### config.mk
export PLATFORM = sky130hd
export DESIGN_NAME = baro_comp_front
export DESIGN_NICKNAME = d
export VERILOG_FILES = /design/src/design/baro_comp_pkg.sv /design/src/design/baro_comp_front.sv
export SDC_FILE = /design/constraint.sdc
export NUM_CORES = 1
export LEC_CHECK = 0
export ABC_CLOCK_PERIOD_IN_PS = 3030
export BUFFER_PORTS_ARGS = -buffer_cell sky130_fd_sc_hd__buf_2
export CORE_MARGIN = 2
export CORE_UTILIZATION = 35
export DETAILED_ROUTE_END_ITERATION = 10
export HOLD_SLACK_MARGIN = 0.1
export PLACE_DENSITY = 0.75
export SETUP_SLACK_MARGIN = 0.1
export SLEW_MARGIN = 0
export SYNTH_ARGS = -nofsm -noshare
export SYNTH_HDL_FRONTEND = slang
export SYNTH_SLANG_ARGS = --single-unit
### constraint.sdc
create_clock -name aclk -period 3.03 [get_ports aclk]
set_input_delay 0.4545 -clock aclk [delete_from_list [all_inputs] [get_ports aclk]]
set_output_delay 0.4545 -clock aclk [all_outputs]
set_load 0.05 [all_outputs]
### src/design/baro_comp_pkg.sv
// ============================================================================
// Barometer compensation package
// Shared types, register indexes and oversampling scale tables.
// ============================================================================
`default_nettype none

package baro_comp_pkg;

    localparam int RAW_W       = 24;
    localparam int RAW_BITS_DEF = 24;
    localparam int TOUT_W      = 24;
    localparam int POUT_W      = 32;
    localparam int CFG_ADDR_W  = 3;
    localparam int CFG_DATA_W  = 48;
    localparam int S_TDATA_W   = 48;
    localparam int M_TDATA_W   = 56;
    localparam int QUEUE_DEPTH = 4;

    // Configuration register indexes.
    localparam logic [CFG_ADDR_W-1:0] REG_TEMP_SCALE = 3'd0;
    localparam logic [CFG_ADDR_W-1:0] REG_PRESS_SCALE = 3'd1;
    localparam logic [CFG_ADDR_W-1:0] REG_C0_C1 = 3'd2;
    localparam logic [CFG_ADDR_W-1:0] REG_C00_C10 = 3'd3;
    localparam logic [CFG_ADDR_W-1:0] REG_C01_C11 = 3'd4;
    localparam logic [CFG_ADDR_W-1:0] REG_C20_C21_C30 = 3'd5;

    typedef struct packed {
        logic signed [RAW_W-1:0] praw;
        logic signed [RAW_W-1:0] traw;
    } raw_item_t;

    typedef struct packed {
        logic      vld;
        raw_item_t item;
    } item_msg_t;

    typedef struct packed {
        logic [2:0]         t_idx;
        logic [2:0]         p_idx;
        logic signed [11:0] c0;
        logic signed [11:0] c1;
        logic signed [19:0] c00;
        logic signed [19:0] c10;
        logic signed [15:0] c01;
        logic signed [15:0] c11;
        logic signed [15:0] c20;
        logic signed [15:0] c21;
        logic signed [15:0] c30;
    } coef_t;

    // Every scale factor is (2^m - 1) * 2^s with s either 19 or 13.
    // Half of the scale factor, added before the divide for rounding.
    function automatic logic [21:0] scale_half(input logic [2:0] idx);
        logic [21:0] h;
        case (idx)
            3'd0:    h = 22'd262144;
            3'd1:    h = 22'd786432;
            3'd2:    h = 22'd1835008;
            3'd3:    h = 22'd1966080 + 22'd1966080;
            3'd4:    h = 22'd126976;
            3'd5:    h = 22'd258048;
            3'd6:    h = 22'd520192;
            default: h = 22'd1044480;
        endcase
        return h;
    endfunction

    // True when the power-of-two part of the factor is 2^19.
    function automatic logic scale_wide(input logic [2:0] idx);
        return !idx[2];
    endfunction

    function automatic logic [7:0] scale_div(input logic [2:0] idx);
        logic [7:0] d;
        case (idx)
            3'd0:    d = 8'd1;
            3'd1:    d = 8'd3;
            3'd2:    d = 8'd7;
            3'd3:    d = 8'd15;
            3'd4:    d = 8'd31;
            3'd5:    d = 8'd63;
            3'd6:    d = 8'd127;
            default: d = 8'd255;
        endcase
        return d;
    endfunction

    // floor((2^32 - 1) / d) for the odd divisor above.
    function automatic logic [31:0] scale_recip(input logic [2:0] idx);
        logic [31:0] m;
        case (idx)
            3'd0:    m = 32'd4294967295;
            3'd1:    m = 32'd1431655765;
            3'd2:    m = 32'd613566756;
            3'd3:    m = 32'd286331153;
            3'd4:    m = 32'd138547332;
            3'd5:    m = 32'd68174084;
            3'd6:    m = 32'd33818640;
            default: m = 32'd16843009;
        endcase
        return m;
    endfunction

endpackage

`default_nettype wire

### src/design/baro_comp_front.sv
// ============================================================================
// Barometer compensation front end
// Accepts raw reading pairs, sign-extends them and pushes them to the queue.
// ============================================================================
`default_nettype none

module baro_comp_front #(
    parameter int RAW_BITS = baro_comp_pkg::RAW_BITS_DEF
) (
    input  wire logic                                aclk,
    input  wire logic                                aresetn,
    input  wire logic                                s_tvalid,
    output logic                                     s_tready,
    input  wire logic [baro_comp_pkg::S_TDATA_W-1:0] s_tdata,
    input  wire logic                                q_full,
    output baro_comp_pkg::item_msg_t                 push
);
    import baro_comp_pkg::*;

    localparam int SH = RAW_W - RAW_BITS;

    logic      vld_reg, vld_next;
    raw_item_t item_reg, item_next;
    logic [RAW_W-1:0] t_sh, p_sh;
    logic      take;

    always_comb begin
        take      = s_tvalid && s_tready;
        // Only the low RAW_BITS bits count; they are sign extended.
        t_sh      = s_tdata[RAW_W-1:0] << SH;
        p_sh      = s_tdata[2*RAW_W-1:RAW_W] << SH;
        item_next = item_reg;
        if (take) begin
            item_next.traw = $signed(t_sh) >>> SH;
            item_next.praw = $signed(p_sh) >>> SH;
        end
        vld_next = take || (vld_reg && q_full);
    end

    assign s_tready  = !vld_reg || !q_full;
    assign push.vld  = vld_reg && !q_full;
    assign push.item = item_reg;

    always_ff @(posedge aclk) begin
        if (!aresetn) begin
            vld_reg <= 1'b0;
        end else begin
            vld_reg <= vld_next;
        end
        item_reg <= item_next;
    end

endmodule

`default_nettype wire

# After elaboration in Yosys (flattened, before gate mapping)
# Cells that the tools add are included.
# Widths: inputs -> output; s select.
[totals]
regBits = 49
output_inout_bits = 50
word_cells = 10
[op_classes]
reduce_logical = 7
[op_table]
columns = ["cell", "n"]
rows = [
  ["$logic_and 1x1->1", 3],
  ["$logic_not 1->1", 2],
  ["$logic_or 1x1->1", 2],
]

# Logic depth before layout (Yosys ltp)
[logic_depth]
depth_word = 4
mapped_depth = 2
ltp_nobuf = 2

# Worst setup path after synthesis
# No wires, ideal clock.
[synth_timing]
path_type = "input to register"
startpoint = "input q_full"
endpoint = "register item_reg, in the netlist push[0] (enable)"
setup_time_ns = 0.410
arrival_ns = 2.048
t_required_ns = 2.620
path_slack_ns = 0.572
path_stages = 2
path_buffers = 0
cell_sequence = "nand2_1 > and2_1"
[synth_via]
elab_chain_cells = 3
[synth_rtl]
columns = ["item", "line_no", "source"]
rows = [
  ["start, declared", "baro_comp_front.sv:15", "input wire logic q_full,"],
  ["$logic_not 1->1", "baro_comp_front.sv:40", "assign s_tready = !vld_reg || !q_full;"],
  ["$logic_or 1x1->1", "baro_comp_front.sv:40", ""],
  ["$logic_and 1x1->1", "baro_comp_front.sv:28", "take = s_tvalid && s_tready;"],
  ["net take", "baro_comp_front.sv:25", "logic take;"],
  ["end signal, assigned", "baro_comp_front.sv:50", "item_reg <= item_next;"],
  ["end, declared", "baro_comp_front.sv:23", "raw_item_t item_reg, item_next;"],
]
# The timed path passes the listed nets, and every way through them passes these cells.
# A chain may end at the register's enable or synchronous reset.

==> metrics.md <==
| Metric | Value |
|---|---|
| Final setup viols | `0` |
| Residual DRC | `0` |
| Flops & latches, synth | `49` |
| Unrepaired setup endpoints after global routing | `no` |
| Clk slew on worst S/H paths | `0.08 ns` |
| CTS max path bufs | `2` |
| Num rows | `23` |
| Hold_buf cts | `0` |
| Static Leak | `0.944 nW` |
| Outcome | `finished clean` |
| N_diodes | `0` |
| Largest net degree at the start of global routing | `49` |
| Initial core utilization | `36.8%` |
| IO buf count | `101` |
| Critical path's top delay family | `flip-flops` |
| Count of different cell masters after synthesis | `7` |
| Sequential cell area fraction in the yosys report | `98.0%` |
| Gr ovfl total | `0` |
| Max Slew Vio Count | `0` |
| Fmax | `672 MHz` |
| Crit path required time | `2.58 ns` |
| Fin util | `53.6%` |
| Post-CTS Setup Bufs | `0` |
| Antenna violations before repair | `0` |
| Post-route cell area | `2180 sq um` |
| Routed vias | `902` |
| First-pass GRT wire length | `4.51 mm` |
| Largest stage delay, worst path | `0.36 ns` |
| Clk Latency, worst-skew pair | `0.29 ns` |
| Crit start category | `register` |
| Max FO, Critical Path | `3` |
| Pint | `1.09 mW` |
| Synth Area per Inst | `27.6 sq um` |
| Synth warnings | `0` |
| Setup CP Type | `register to output pin` |
| CP arrival | `1.03 ns` |
| Worst setup EP type | `output pin` |
| Power per cell area | `669 nW/um^2` |
| Final wirelength | `2.87 mm` |
| Fill cells | `328` |
| CTS root buffer | `clkbuf_8` |
| Clock tree sinks | `49` |
| Vias in the first global route | `981` |
| Die width | `69.3 um` |
| Die area | `4800 sq um` |
| Minimum clock period | `1.49 ns` |
| Worst hold path class | `input pin to register` |
| # Max-Cap Violations | `0` |
| Crit-path slowest cell | `dfxtp_1` |
| Vias per cell | `4.21` |
| CORE AREA | `4060 sq um` |
| Placed instance area | `2070 sq um` |
| TritonRoute pass-1 iters | `3` |
| Worst-margin pin slew | `0.562 ns` |
| Max IR drop VDD | `0.401 mV` |
| Combinational share of power | `15.3%` |
| Net count after synthesis | `106` |
| Final GP Congestion | `0.717` |
| Fraction of power spent switching nets | `25.5%` |
| Synth Cell Area | `1490 sq um` |
| Inserted Clock Buffers | `5` |
| H-tree Lvls | `2` |
| Clock power frac | `29.8%` |
| Layout cells sized above 1 | `67.7%` |
| Inst Count DP | `206` |
| Crit path buffers/inverters | `1` |
| Final std cells w/o fill | `214` |
| Sequential power share | `54.9%` |
| Crit share post-route | `49.1%` |
| Endpoints failing hold | `0` |
| Drt initial violations | `28` |
| Nets@finish | `215` |
| Post-route ant nets | `0` |
| CTS tree | `yes` |
| Max FFs per register | `48` |
| Slew headroom | `62.6%` |
| Boundary pin count | `102` |
| Setup_tns | `0 ns` |
| Clock Skew | `0.00516 ns` |
| Total power draw | `1.46 mW` |
| Crit-path cells | `and2b_2 -> buf_2` |
| Layout area overhead | `45.9%` |
| Switching pwr | `0.371 mW` |
| Height of the die | `69.3 um` |
| Synthesized instance count | `54` |
| Wire per inst | `13.4 um` |
| # resized after CTS | `0` |
| Tot GR Track Use | `12.5%` |
## path summary, 6_finish.rpt
check,startpoint,endpoint,cells after the start,slack (ns)
setup reg to reg,vld_reg$_SDFF_PN0_,push[34]$_DFFE_PP_,3,1.66
hold reg to reg,vld_reg$_SDFF_PN0_,vld_reg$_SDFF_PN0_,2,0.56
setup / recovery,vld_reg$_SDFF_PN0_,push[48],2,1.54
hold / removal,s_tdata[45],push[45]$_DFFE_PP_,1,0.34
## layout by cell type (no fill, tap or decap)
cell       instances
buf_2            101
edfxtp_1          48
clkbuf_8           5
nand2_1            1
and2_2             1
and2b_2            1
a21oi_1            1
nor2b_1            1
bufinv_16          1
clkbuf_1           1
clkinv_2           1
buf_4              1
dfxtp_1            1
## stage by stage
step                      hold slack [ns]  setup WS, ns
after floorplan                     0.488         0.572
after detailed placement            0.542          1.40
final                               0.336          1.54
after global placement              0.507          1.45
after CTS                           0.321          1.52
after global routing                0.316          1.49
## cell families after synthesis
kind of cell / share of synthesized area (%)
AOI/OAI and AO/OA: 0.335
and+or+nand+nor: 1.68
DFF: 98.0
## power by group through the flow
stage	combinational, mW	sequential (mW)	clock, mW
floorplan	0.0183	0.950	0
global placement	0.222	0.814	0
detailed placement	0.226	0.816	0
CTS	0.226	0.800	0.454
global route	0.234	0.804	0.480
finish	0.223	0.799	0.434
## metal layers
layer,global-route usage (%),up-vias,routed length (um)
li1,-,430,-
met1,11.5,395,918
met2,20.1,73,1390
met3,9.59,4,518
met4,5.88,0,43
met5,0,-,0
## cells in the mapped netlist (all sizes together)
cell type	count	share of area, %
and2b	1	0.59
a21oi	1	0.34
nor2b	1	0.42
edfxtp	48	97
and2	1	0.42
nand2	1	0.25
dfxtp	1	1.3
## final cells by class
| class | count | area, sq um | area share [%] |
|---|---|---|---|
| multi-input cells | 5 | 31.3 | 1.44 |
| well taps | 50 | 62.6 | 2.88 |
| clock buffers | 6 | 72.6 | 3.34 |
| repair buffers | 102 | 513 | 23.6 |
| clock inverters | 2 | 35.0 | 1.61 |
| flip-flops and latches | 49 | 1460 | 67.2 |
(Power assumes the default switching activity.)
