### src/design/baro_comp_pkg.sv
// ============================================================================
// Barometer compensation package
// Shared types, register indexes and oversampling scale tables.
// ============================================================================
`default_nettype none

package baro_comp_pkg;

    localparam int RAW_W       = 24;
    localparam int RAW_BITS_DEF = 24;
    localparam int TOUT_W      = 24;
    localparam int POUT_W      = 32;
    localparam int CFG_ADDR_W  = 3;
    localparam int CFG_DATA_W  = 48;
    localparam int S_TDATA_W   = 48;
    localparam int M_TDATA_W   = 56;
    localparam int QUEUE_DEPTH = 4;

    // Configuration register indexes.
    localparam logic [CFG_ADDR_W-1:0] REG_TEMP_SCALE = 3'd0;
    localparam logic [CFG_ADDR_W-1:0] REG_PRESS_SCALE = 3'd1;
    localparam logic [CFG_ADDR_W-1:0] REG_C0_C1 = 3'd2;
    localparam logic [CFG_ADDR_W-1:0] REG_C00_C10 = 3'd3;
    localparam logic [CFG_ADDR_W-1:0] REG_C01_C11 = 3'd4;
    localparam logic [CFG_ADDR_W-1:0] REG_C20_C21_C30 = 3'd5;

    typedef struct packed {
        logic signed [RAW_W-1:0] praw;
        logic signed [RAW_W-1:0] traw;
    } raw_item_t;

    typedef struct packed {
        logic      vld;
        raw_item_t item;
    } item_msg_t;

    typedef struct packed {
        logic [2:0]         t_idx;
        logic [2:0]         p_idx;
        logic signed [11:0] c0;
        logic signed [11:0] c1;
        logic signed [19:0] c00;
        logic signed [19:0] c10;
        logic signed [15:0] c01;
        logic signed [15:0] c11;
        logic signed [15:0] c20;
        logic signed [15:0] c21;
        logic signed [15:0] c30;
    } coef_t;

    // Every scale factor is (2^m - 1) * 2^s with s either 19 or 13.
    // Half of the scale factor, added before the divide for rounding.
    function automatic logic [21:0] scale_half(input logic [2:0] idx);
        logic [21:0] h;
        case (idx)
            3'd0:    h = 22'd262144;
            3'd1:    h = 22'd786432;
            3'd2:    h = 22'd1835008;
            3'd3:    h = 22'd1966080 + 22'd1966080;
            3'd4:    h = 22'd126976;
            3'd5:    h = 22'd258048;
            3'd6:    h = 22'd520192;
            default: h = 22'd1044480;
        endcase
        return h;
    endfunction

    // True when the power-of-two part of the factor is 2^19.
    function automatic logic scale_wide(input logic [2:0] idx);
        return !idx[2];
    endfunction

    function automatic logic [7:0] scale_div(input logic [2:0] idx);
        logic [7:0] d;
        case (idx)
            3'd0:    d = 8'd1;
            3'd1:    d = 8'd3;
            3'd2:    d = 8'd7;
            3'd3:    d = 8'd15;
            3'd4:    d = 8'd31;
            3'd5:    d = 8'd63;
            3'd6:    d = 8'd127;
            default: d = 8'd255;
        endcase
        return d;
    endfunction

    // floor((2^32 - 1) / d) for the odd divisor above.
    function automatic logic [31:0] scale_recip(input logic [2:0] idx);
        logic [31:0] m;
        case (idx)
            3'd0:    m = 32'd4294967295;
            3'd1:    m = 32'd1431655765;
            3'd2:    m = 32'd613566756;
            3'd3:    m = 32'd286331153;
            3'd4:    m = 32'd138547332;
            3'd5:    m = 32'd68174084;
            3'd6:    m = 32'd33818640;
            default: m = 32'd16843009;
        endcase
        return m;
    endfunction

endpackage

`default_nettype wire

### src/design/baro_comp_queue.sv
// ============================================================================
// Barometer compensation item queue
// Short first-in first-out buffer between the front end and the datapath.
// ============================================================================
`default_nettype none

module baro_comp_queue (
    input  wire logic                      aclk,
    input  wire logic                      aresetn,
    input  wire baro_comp_pkg::item_msg_t  push,
    output logic                           q_full,
    input  wire logic                      pop,
    output baro_comp_pkg::item_msg_t       head
);
    import baro_comp_pkg::*;

    localparam int PTR_W = $clog2(QUEUE_DEPTH);
    localparam int CNT_W = $clog2(QUEUE_DEPTH + 1);

    raw_item_t        mem_reg [QUEUE_DEPTH];
    logic [PTR_W-1:0] wr_ptr_reg, wr_ptr_next, rd_ptr_reg, rd_ptr_next;
    logic [CNT_W-1:0] cnt_reg, cnt_next;
    logic             do_push, do_pop;

    always_comb begin
        do_push     = push.vld && !q_full;
        do_pop      = pop && (cnt_reg != '0);
        wr_ptr_next = do_push ? wr_ptr_reg + PTR_W'(1) : wr_ptr_reg;
        rd_ptr_next = do_pop ? rd_ptr_reg + PTR_W'(1) : rd_ptr_reg;
        cnt_next    = cnt_reg;
        if (do_push && !do_pop) begin
            cnt_next = cnt_reg + CNT_W'(1);
        end else if (do_pop && !do_push) begin
            cnt_next = cnt_reg - CNT_W'(1);
        end
    end

    assign q_full    = (cnt_reg == CNT_W'(QUEUE_DEPTH));
    assign head.vld  = (cnt_reg != '0);
    assign head.item = mem_reg[rd_ptr_reg];

    always_ff @(posedge aclk) begin
        if (!aresetn) begin
            wr_ptr_reg <= '0;
            rd_ptr_reg <= '0;
            cnt_reg    <= '0;
        end else begin
            wr_ptr_reg <= wr_ptr_next;
            rd_ptr_reg <= rd_ptr_next;
            cnt_reg    <= cnt_next;
        end
        if (do_push) begin
            mem_reg[wr_ptr_reg] <= push.item;
        end
    end

    a_cnt_bound: assert property (@(posedge aclk) disable iff (!aresetn)
        cnt_reg <= CNT_W'(QUEUE_DEPTH))
        else $error("queue count above depth");

    a_push_only: assert property (@(posedge aclk) disable iff (!aresetn)
        (do_push && !do_pop) |=> (cnt_reg == $past(cnt_reg) + CNT_W'(1)))
        else $error("queue count did not grow on push");

    a_pop_only: assert property (@(posedge aclk) disable iff (!aresetn)
        (do_pop && !do_push) |=> (cnt_reg == $past(cnt_reg) - CNT_W'(1)))
        else $error("queue count did not shrink on pop");

endmodule

`default_nettype wire

### config.mk
export PLATFORM = sky130hd
export DESIGN_NAME = baro_comp_queue
export DESIGN_NICKNAME = d
export VERILOG_FILES = /design/src/design/baro_comp_pkg.sv /design/src/design/baro_comp_queue.sv
export SDC_FILE = /design/constraint.sdc
export NUM_CORES = 1
export LEC_CHECK = 0
export BUFFER_PORTS_ARGS = -buffer_cell sky130_fd_sc_hd__buf_4
export CAP_MARGIN = 10
export CORE_MARGIN = 4
export CORE_UTILIZATION = 40
export CTS_CLUSTER_DIAMETER = 40
export DETAILED_ROUTE_END_ITERATION = 7
export PLACE_DENSITY = 0.68
export SLEW_MARGIN = 20
export SYNTH_ARGS = -nofsm -noshare
export SYNTH_HDL_FRONTEND = slang
export SYNTH_SLANG_ARGS = --single-unit
### constraint.sdc
create_clock -name aclk -period 4.3 [get_ports aclk]
set_clock_uncertainty 0.05 [all_clocks]
set_input_delay 0 -clock aclk [delete_from_list [all_inputs] [get_ports aclk]]
set_output_delay 0 -clock aclk [all_outputs]
set_load 0.01 [all_outputs]
Yosys cells after proc, flatten, opt, wreduce, memory -nomap -nowiden --
Memory sizes are Yosys's and may differ from the RTL's. A register that Yosys moved wholly into a read port is not among the register bits. Cells that the tools add are included.
Storage, ports and cells: flip-flop bits (word level) 7, RAM bits 192, input port bits 52, output and inout port bits 50, word-level logic and storage cells 24, memories kept 1
Cells by class: add/subtract/negate cells 4, eq/ne operators 1, muxes and demuxes 6, reductions and logical operators 9
Memories:
- mem_reg | words 4, bits a word 48, rd ports 1, clocked after Yosys merged registers in 1, wr ports 1, RTL line baro_comp_queue.sv:20 | raw_item_t mem_reg [QUEUE_DEPTH];
Operators by type and width (count):
- $mux 3 | 2
- $add 2x1->2 const B | 2
- $logic_and 1x1->1 | 4
- $mux 2 | 2
- $add 3x1->3 const B | 1
- $eq 3x3->1 const B | 1
- $logic_not 1->1 | 3
- $reduce_bool 3->1 | 1
- $sub 3x1->3 const B | 1
- $mux 1 | 2
- $reduce_bool 2->1 | 1

Depth between registers and ports, before layout --
depth after elaboration 7, gate-level depth with buffers 9, depth with buffers taken out 8

Least setup slack after synthesis --
OpenSTA, ideal clock, no wires.
kind reg2reg, start reg cnt_reg[0], end mem mem_reg[0][0] (netlist bit) (enable), setup time 410 ps, data arrival time 1984 ps, required time 3840 ps, path slack 1855 ps, stages on the path, launching flop included 5, buffers on the path 1, clock period less this slack 2445 ps, cell sequence dfxtp_1 -> nor3b_2 -> nor2b_1 -> buf_2 -> and2_1
Between the ends: cells in the longest elaborated chain, start to end 5
Ends and longest elaborated chain:
- start, declared | RTL line baro_comp_queue.sv:22 | logic [CNT_W-1:0] cnt_reg, cnt_next;
- start signal, assigned | RTL line baro_comp_queue.sv:50 | cnt_reg <= cnt_next;
- $eq 3x3->1 | RTL line baro_comp_queue.sv:38 | assign q_full = (cnt_reg == CNT_W'(QUEUE_DEPTH));
- named net q_full | RTL line baro_comp_queue.sv:11 | output logic q_full,
- $logic_not 1->1 | RTL line baro_comp_queue.sv:26 | do_push = push.vld && !q_full;
- $logic_and 1x1->1 | RTL line baro_comp_queue.sv:26
- named net do_push | RTL line baro_comp_queue.sv:23 | logic do_push, do_pop;
- $mux 1 | RTL line baro_comp_queue.sv:52 | if (do_push) begin
- $mux 1 (not written as such) | RTL line baro_comp_queue.sv:53 | mem_reg[wr_ptr_reg] <= push.item;
- end, declared | RTL line baro_comp_queue.sv:20
The timed path passes the listed nets, and every way through them passes these cells.

Worst setup path in the final report --
start reg cnt_reg[0], end mem mem_reg[0][30] (netlist bit) (enable)
Between the ends: cells in the longest elaborated chain, start to end 5
Ends and longest elaborated chain (RTL line):
- $eq 3x3->1 | baro_comp_queue.sv:38
- $logic_not 1->1 | baro_comp_queue.sv:26
- $logic_and 1x1->1 | baro_comp_queue.sv:26
- $mux 1 | baro_comp_queue.sv:52
- $mux 1 (not written as such) | baro_comp_queue.sv:53
Every way passes these cells.

==> results.sh <==
export IMPL_cts_max_path_buffers=3
export IMPL_synthesis_instances=298
export IMPL_rr_startpoint="cnt_reg[0]$_SDFFE_PN0P_"
export IMPL_rrSetupSlack_ps=1660
export IMPL_overflow=0
export IMPL_peakVddDrop_v=0.000321
export IMPL_fin_nets=533
export IMPL_antenna_found_initial=0
export IMPL_max_freq_mhz=378
export IMPL_pwr_density_cell_nw_per_um2=610
export IMPL_ant_nets=0
export IMPL_crit_buf_inv=1
export IMPL_slowest_stage="and2_2"
export IMPL_dp_hpwl_um=8430
export IMPL_ys_seq_elements=201
export IMPL_initial_utilization_pct=40.9
export IMPL_coreArea_um2=18100
export IMPL_rows=49
export IMPL_numCtsBuffers=29
export IMPL_worstPathMaxFanout=31
export IMPL_synth_net_count=356
export IMPL_worstReg2RegEnd="mem_reg[0][30]$_DFFE_PP_"
export IMPL_cp_start_kind="flip-flop"
export IMPL_finalCritPeriodShare_pct=61.5
export IMPL_preCtsSetupSlack_ps=1610
export IMPL_clk_latency_ps=520
export IMPL_cts_sinks=201
export IMPL_reg2regPathDepth=4
export IMPL_synth_area_um2=7400
export IMPL_syn_to_final_growth_pct=33.2
export IMPL_ys_seq_area_share_pct=80.3
export IMPL_critPathArrivalTime_ps=2780
export IMPL_routed_wl_um=14300
export IMPL_slowest_delay_ps=810
export IMPL_drive_above_1_share_pct=42.5
export IMPL_p_leak_nw=3.40
export IMPL_post_route_min_period_ps=2640
export IMPL_final_cell_mix="192 x edfxtp_1, 106 x buf_4, 51 x dlygate4sd3_1"
export IMPL_worstPathCellList="nor3b_2 > nor2b_1 > and2_2 > buf_4"
export IMPL_track_usage_pct=14.0
export IMPL_status="finished, final reports clean"
export IMPL_largest_reg_flops=192
export IMPL_grt_max_degree=49
export IMPL_hold_violations=0
export IMPL_avgSynthCellArea_um2=24.8
export IMPL_post_dp_cell_area_um2=8410
export IMPL_route_detailed_drc=0
export IMPL_fp_dieW_um=144
export IMPL_htreeDepth=1
export IMPL_fin_util_pct=54.5
export IMPL_ys_types=22
export IMPL_die_area_um2=20700
export IMPL_grt_pass1_wl_um=22300
export IMPL_drv_slew=0
export IMPL_rsz0062_at_grt="false"
export IMPL_critPathCaptureType="flip-flop"
export IMPL_setup_violations=0
export IMPL_clockRootBuffer="clkbuf_16"
export IMPL_worstMarginPinSlew_ps=927
export IMPL_min_to="mem_reg[0][0]$_DFFE_PP_"
export IMPL_num_vias=3604
export IMPL_hold_class="primary input to flip-flop"
export IMPL_ys_warn_count=0
export IMPL_gp_congestion=0.747
export IMPL_port_buffers=101
export IMPL_cap_violations=0
export IMPL_setup_tns_ps=0
export IMPL_critical_path_class="flip-flop to flip-flop"
export IMPL_die_h_um=144
export IMPL_pin_count=102
export IMPL_clkTransAtPathRegs_ps=60
export IMPL_drt_wirelength_per_cell_um=19.7
export IMPL_cts_tree="done"
export IMPL_design_area_um2=9860
export IMPL_worstHoldStart="push[0]"
export IMPL_firstDrtPassIters=4
export IMPL_grt_pass1_vias=4030
export IMPL_layout_setup_ws_ps=1660
export IMPL_post_cts_resized=0
export IMPL_critical_path_top_delay_family="simple AND/OR/NAND/NOR gates"
export IMPL_slew_headroom_pct=38.2
export IMPL_cp_required_ps=4440
export IMPL_diodes=0
export IMPL_final_common_cell="edfxtp_1"
export IMPL_viasPerCell=4.97
export IMPL_min_delay_path_depth=2
export IMPL_drt_initial_drc_count=145
cell usage after synthesis:
master    instances  area (µm²)
nor3b_2           1        12.5
xor2_1            1        8.76
clkbuf_1          3        11.3
xnor2_1           3        26.3
buf_2             4        20.0
ha_1              5        62.6
or3_1             2        12.5
dfxtp_1           9         180
o311ai_1          1        8.76
fa_1              1        20.0
o21ai_0           1        5.00
and2_1            8        50.1
edfxtp_1        192        5770
mux4_2           48        1080
buf_4             2        15.0
inv_1             3        11.3
mux2i_1           3        30.0
a21boi_0          1        7.51
nor2b_1           2        12.5
o31ai_2           1        12.5
buf_6             3        33.8
nand2_1           4        15.0
per-stage QoR:
| step | cells | hold slack (ps) | total power [mW] |
|---|---|---|---|
| after detailed placement | 621 | 155 | 3.86 |
| after global placement | 621 | 150 | 3.83 |
| after CTS | 724 | 145 | 6.08 |
| after floorplan | 298 | 48.9 | 3.30 |
| final | 725 | 170 | 6.01 |
| after global routing | 725 | 170 | 6.29 |
worst register-to-register path, stage by stage (launching register included):
cell,delay (ps)
dfxtp_1,480
nor3b_2,100
nor2b_1,420
and2_2,820
buf_4,450
kinds of logic (layout without fill, tap and decap cells):
kind of cell             Yosys count  in the layout  synth area share, %
AO/OA/AOI/OAI                      4              4                0.456
XOR/XNOR                           4              4                0.473
adder cells (fa/ha/maj)            6              6                 1.12
buffers and inverters             15            213                 1.23
flip-flops                       201            201                 80.3
multiplexers                      51             51                 15.0
AND/OR/NAND/NOR                   17             17                 1.39
cell type report:
type	count	area, µm²
clock buffers	32	737
clock inverters	20	171
fillers	1346	8230
inverters	3	11.3
multi-input cells	82	1370
flip-flops and latches	201	5950
well taps	229	287
repair buffers	158	1330
metal layers:
metal / GRT usage (%) / part of all wire [%] / vias to the layer above
li1: - / - / 1621
met1: 18.2 / 42 / 1856
met2: 23.8 / 50 / 106
met3: 3.51 / 6.1 / 21
met4: 3.87 / 1.8 / 0
met5: 0 / 0 / -
power by group:
group	total (mW)	internal [mW]	switching [mW]	leakage, nW
sequential	2.50	2.39	0.118	1.83
clock	2.16	1.31	0.850	0.435
combinational	1.35	0.747	0.601	1.13
what timing repair did:
| action | in CTS | in global routing |
|---|---|---|
| buffers inserted | 0 | 0 |
| hold buffers | 51 | 0 |
| hold endpoints to repair | 201 | 0 |
| endpoints found under the setup margin | 0 | 0 |
how the worst max path moves through the flow:
stage | from | to | depth (start not counted)
final | cnt_reg[0]$_SDFFE_PN0P_ | mem_reg[0][30]$_DFFE_PP_ | 4
after global routing | cnt_reg[0]$_SDFFE_PN0P_ | mem_reg[2][19]$_DFFE_PP_ | 4
after CTS | cnt_reg[0]$_SDFFE_PN0P_ | mem_reg[2][43]$_DFFE_PP_ | 4
after detailed placement | cnt_reg[0]$_SDFFE_PN0P_ | mem_reg[2][19]$_DFFE_PP_ | 4
after global placement | cnt_reg[0]$_SDFFE_PN0P_ | mem_reg[1][29]$_DFFE_PP_ | 4
after floorplan | cnt_reg[0]$_SDFFE_PN0P_ | mem_reg[0][0]$_DFFE_PP_ | 4
Power figures use the tool's default switching activity.
